**src/ffrp_ram.sv**
```systemverilog
// Generic simple dual-port RAM with registered read.
`default_nettype none
module ffrp_ram #(
  parameter int WIDTH = 8,
  parameter int DEPTH = 16
) (
  input  wire logic                     clk,
  input  wire logic                     we,
  input  wire logic [$clog2(DEPTH)-1:0] waddr,
  input  wire logic [WIDTH-1:0]         wdata,
  input  wire logic [$clog2(DEPTH)-1:0] raddr,
  output logic      [WIDTH-1:0]         rdata
);

  logic [WIDTH-1:0] mem [DEPTH];

  always_ff @(posedge clk) begin
    if (we) begin
      mem[waddr] <= wdata;
    end
    rdata <= mem[raddr];
  end

endmodule
`default_nettype wire

```
**config.mk**
```make
export PLATFORM = sky130hd
export DESIGN_NAME = ffrp_ram
export DESIGN_NICKNAME = d
export VERILOG_FILES = /design/src/ffrp_ram.sv
export SDC_FILE = /design/constraint.sdc
export NUM_CORES = 1
export LEC_CHECK = 0
export ABC_AREA = 1
export BUFFER_PORTS_ARGS = -buffer_cell sky130_fd_sc_hd__buf_2
export CORE_MARGIN = 2
export CORE_UTILIZATION = 61
export CTS_CLUSTER_SIZE = 30
export DETAILED_ROUTE_END_ITERATION = 8
export GPL_ROUTABILITY_DRIVEN = 1
export GPL_TIMING_DRIVEN = 0
export PLACE_DENSITY = 0.77
export SLEW_MARGIN = 20
export SYNTH_ARGS = -nofsm -noshare
export SYNTH_HDL_FRONTEND = slang
export SYNTH_SLANG_ARGS = --single-unit
```
**constraint.sdc**
```tcl
create_clock -name clk -period 1.6 [get_ports clk]
set_input_delay 0.32 -clock clk [delete_from_list [all_inputs] [get_ports clk]]
set_output_delay 0.32 -clock clk [all_outputs]
set_load 0.01 [all_outputs]
```
==> impl_metrics.env <==
export IMPL_setup_viol=0
export IMPL_crit_path_start="waddr[3]"
export IMPL_ios=26
export IMPL_ys_warn_count=0
export IMPL_cts_buffer_depth=2
export IMPL_fin_setup_tns_ns=0
export IMPL_insertion_delay_ns=0.52
export IMPL_max_slew_margin_pct=37.8
export IMPL_clock_sinks=136
export IMPL_htreeDepth=4
export IMPL_r2r_start="mem[5][1]"
export IMPL_port_buffers=22
export IMPL_tightest_slew_ns=0.929
export IMPL_seqPwrFrac_pct=48.4
export IMPL_rr_worst_depth=6
export IMPL_cp_slowest_stage_delay_ns=0.78
export IMPL_hold_ws_ns=0.232
export IMPL_leakage_nw=2.88
export IMPL_critPathSlowestCell="nor2_1"
export IMPL_nets=610
export IMPL_synth_nets=569
export IMPL_drive_gt1_share_pct=12.9
export IMPL_yosysSeqAreaShare_pct=69.4
export IMPL_vdd_ir_drop_max_uv=954
export IMPL_synth_area_per_cell_sq_um=10.5
export IMPL_rr_endpoint="rdata[1]"
export IMPL_gp_congestion=0.961
export IMPL_yosys_area_top_type="edfxtp_1"
export IMPL_die_y_microns=101
export IMPL_crit_path_cell_trace="buf_2 > nand3b_1 > nor2_1"
export IMPL_antenna_found_initial=0
export IMPL_cts_resized=0
export IMPL_timing_final_hold_violations=0
export IMPL_grt_pass1_wl_microns=21200
export IMPL_timing_fmax_mhz=719
export IMPL_gr_total_overflow=0
export IMPL_hpwl_microns=8590
export IMPL_status="completed"
export IMPL_groute_usage_overall_pct=28.9
export IMPL_power_switching_w=0.00191
export IMPL_synth_top_area_share_pct=66.7
export IMPL_critPathLaunchType="input port"
export IMPL_ant_nets=0
export IMPL_critPathCapture="mem[6][2]"
export IMPL_grt_pass1_vias=3906
export IMPL_maxSlewViolCount=0
export IMPL_p_int_w=0.00635
export IMPL_switching_share_pct=23.1
export IMPL_cts_root_buf="clkbuf_8"
export IMPL_fin_crit_sh_pct=86.9
export IMPL_fin_crit_ns=1.39
export IMPL_num_fill_cells=644
export IMPL_arrival_ns=1.52
export IMPL_ys_ff_latch=136
export IMPL_clock_skew_ns=0.00919
export IMPL_syn_area_sq_um=5770
export IMPL_start_util_pct=62.7
export IMPL_fp_dieW_microns=101
export IMPL_hold_path_class="input port to flop"
export IMPL_pwr_share_clk_pct=45.1
export IMPL_cap_violations=0
export IMPL_coreArea_sq_um=9200
export IMPL_first_pass_iters=5
export IMPL_utilization_pct=71.6
export IMPL_holdPathStages=1
export IMPL_p_per_area_nw_per_um2=1260
export IMPL_critPathKind="input port to flop"
export IMPL_comb_power_share_pct=6.5
export IMPL_clk_pin_slew_worst_paths_ns=0.07
export IMPL_wl_per_cell_microns=19.2
export IMPL_finalWirelength_microns=13800
export IMPL_ys_types=12
export IMPL_end_kind="flop"
export IMPL_vias_per_cell=5.57
export IMPL_rsz0062_at_grt="false"
export IMPL_drt_iter0_drc=405
export IMPL_worst_r2r_setup_slack_ns=0.54
export IMPL_synth_area_leaders="edfxtp_1, nand2_1, nand3_1"
export IMPL_netlist_instances=551
export IMPL_die_area_sq_um=10200
export IMPL_crit_required_ns=1.73
export IMPL_cts_tree="built"
export IMPL_rows=35
export IMPL_grt_max_degree=17
export IMPL_area_growth_pct=14.1
export IMPL_post_cts_setup_buffers=0
export IMPL_drc=0
export IMPL_cts_buffers_inserted=17
export IMPL_antennaDiodeCount=0
export IMPL_vias=3986
export IMPL_ctsHoldBuffers=0
export IMPL_cp_max_fo=8
## worst max-delay path, delay by kind of cell
family,cells,cell delay (ns)
and+or+nand+nor,2,1.08
buffers and inverters,1,0.12
## power groups by stage
stage          logic, W  clock network, W  registers [W]
2_1_floorplan  0.000281                 0        0.00409
3_3_place_gp   0.000502                 0        0.00407
3_5_place_dp   0.000515                 0        0.00408
4_1_cts        0.000523           0.00372        0.00400
5_1_grt        0.000577           0.00388        0.00401
6_report       0.000533           0.00373        0.00400
## state kept, by name, summed over array words and instances (netlist names)
signal	cells
rdata	8
mem	128
## synth_stat cells
| master | n |
|---|---|
| edfxtp_1 | 128 |
| inv_2 | 2 |
| buf_6 | 6 |
| buf_1 | 1 |
| nor2_1 | 17 |
| buf_4 | 4 |
| buf_2 | 13 |
| inv_1 | 100 |
| nand2_1 | 173 |
| nand3b_1 | 2 |
| dfxtp_1 | 8 |
| nand3_1 | 97 |
## per-stage QoR
step | power, W | cell area (sq um) | setup slack, ns | std cells
after CTS | 0.00825 | 6580 | 0.282 | 716
after global routing | 0.00847 | 6580 | 0.215 | 716
final | 0.00826 | 6580 | 0.210 | 716
after floorplan | 0.00437 | 5770 | 0.329 | 551
after detailed placement | 0.00459 | 6020 | -0.250 | 684
after global placement | 0.00458 | 6020 | -0.216 | 684
## how the worst min path moves through the flow
stage                     startpoint          to  slack, ns
after floorplan             wdata[0]   mem[0][0]       0.42
after global placement    mem[10][1]    rdata[1]       0.67
after detailed placement   mem[7][7]    rdata[7]       0.68
after CTS                   wdata[4]  mem[14][4]       0.22
after global routing        wdata[4]  mem[14][4]       0.23
final                       wdata[4]   mem[5][4]       0.23
## final cells by class
type                            instances  area [sq um]  area share, %
Multi-Input combinational cell        289          1210           18.4
Inverter                              102           383           5.82
Timing Repair Buffer                   22           110           1.67
Clock buffer                           17           414           6.29
Tap cell                              111           139           2.11
Clock inverter                         15           153           2.32
Sequential cell                       136          4000           60.8
Buffer                                 24           166           2.53
## metal layers
| layer | vias to the layer above | track usage (%) | share of wire (%) |
|---|---|---|---|
| li1 | 1859 | - | - |
| met1 | 1867 | 41.6 | 42 |
| met2 | 231 | 44.6 | 47 |
| met3 | 29 | 5.94 | 9.3 |
| met4 | 0 | 10.1 | 2.2 |
| met5 | - | 0 | 0 |
## cells in the final DEF (no fill, tap or decap), drive strengths merged
master,netlist,layout
buf,24,46
bufinv,0,2
clkbuf,0,17
clkinv,0,6
clkinvlp,0,4
dfxtp,8,8
edfxtp,128,128
inv,102,105
nand2,173,173
nand3,97,97
nand3b,2,2
nor2,17,17
## kinds of logic after synthesis
group | count (synthesis) | share of synthesized area (%)
flip-flops | 136 | 69.4
buffers and inverters | 126 | 9.52
AND/OR/NAND/NOR | 289 | 21.0
(Power assumes the default switching activity.)
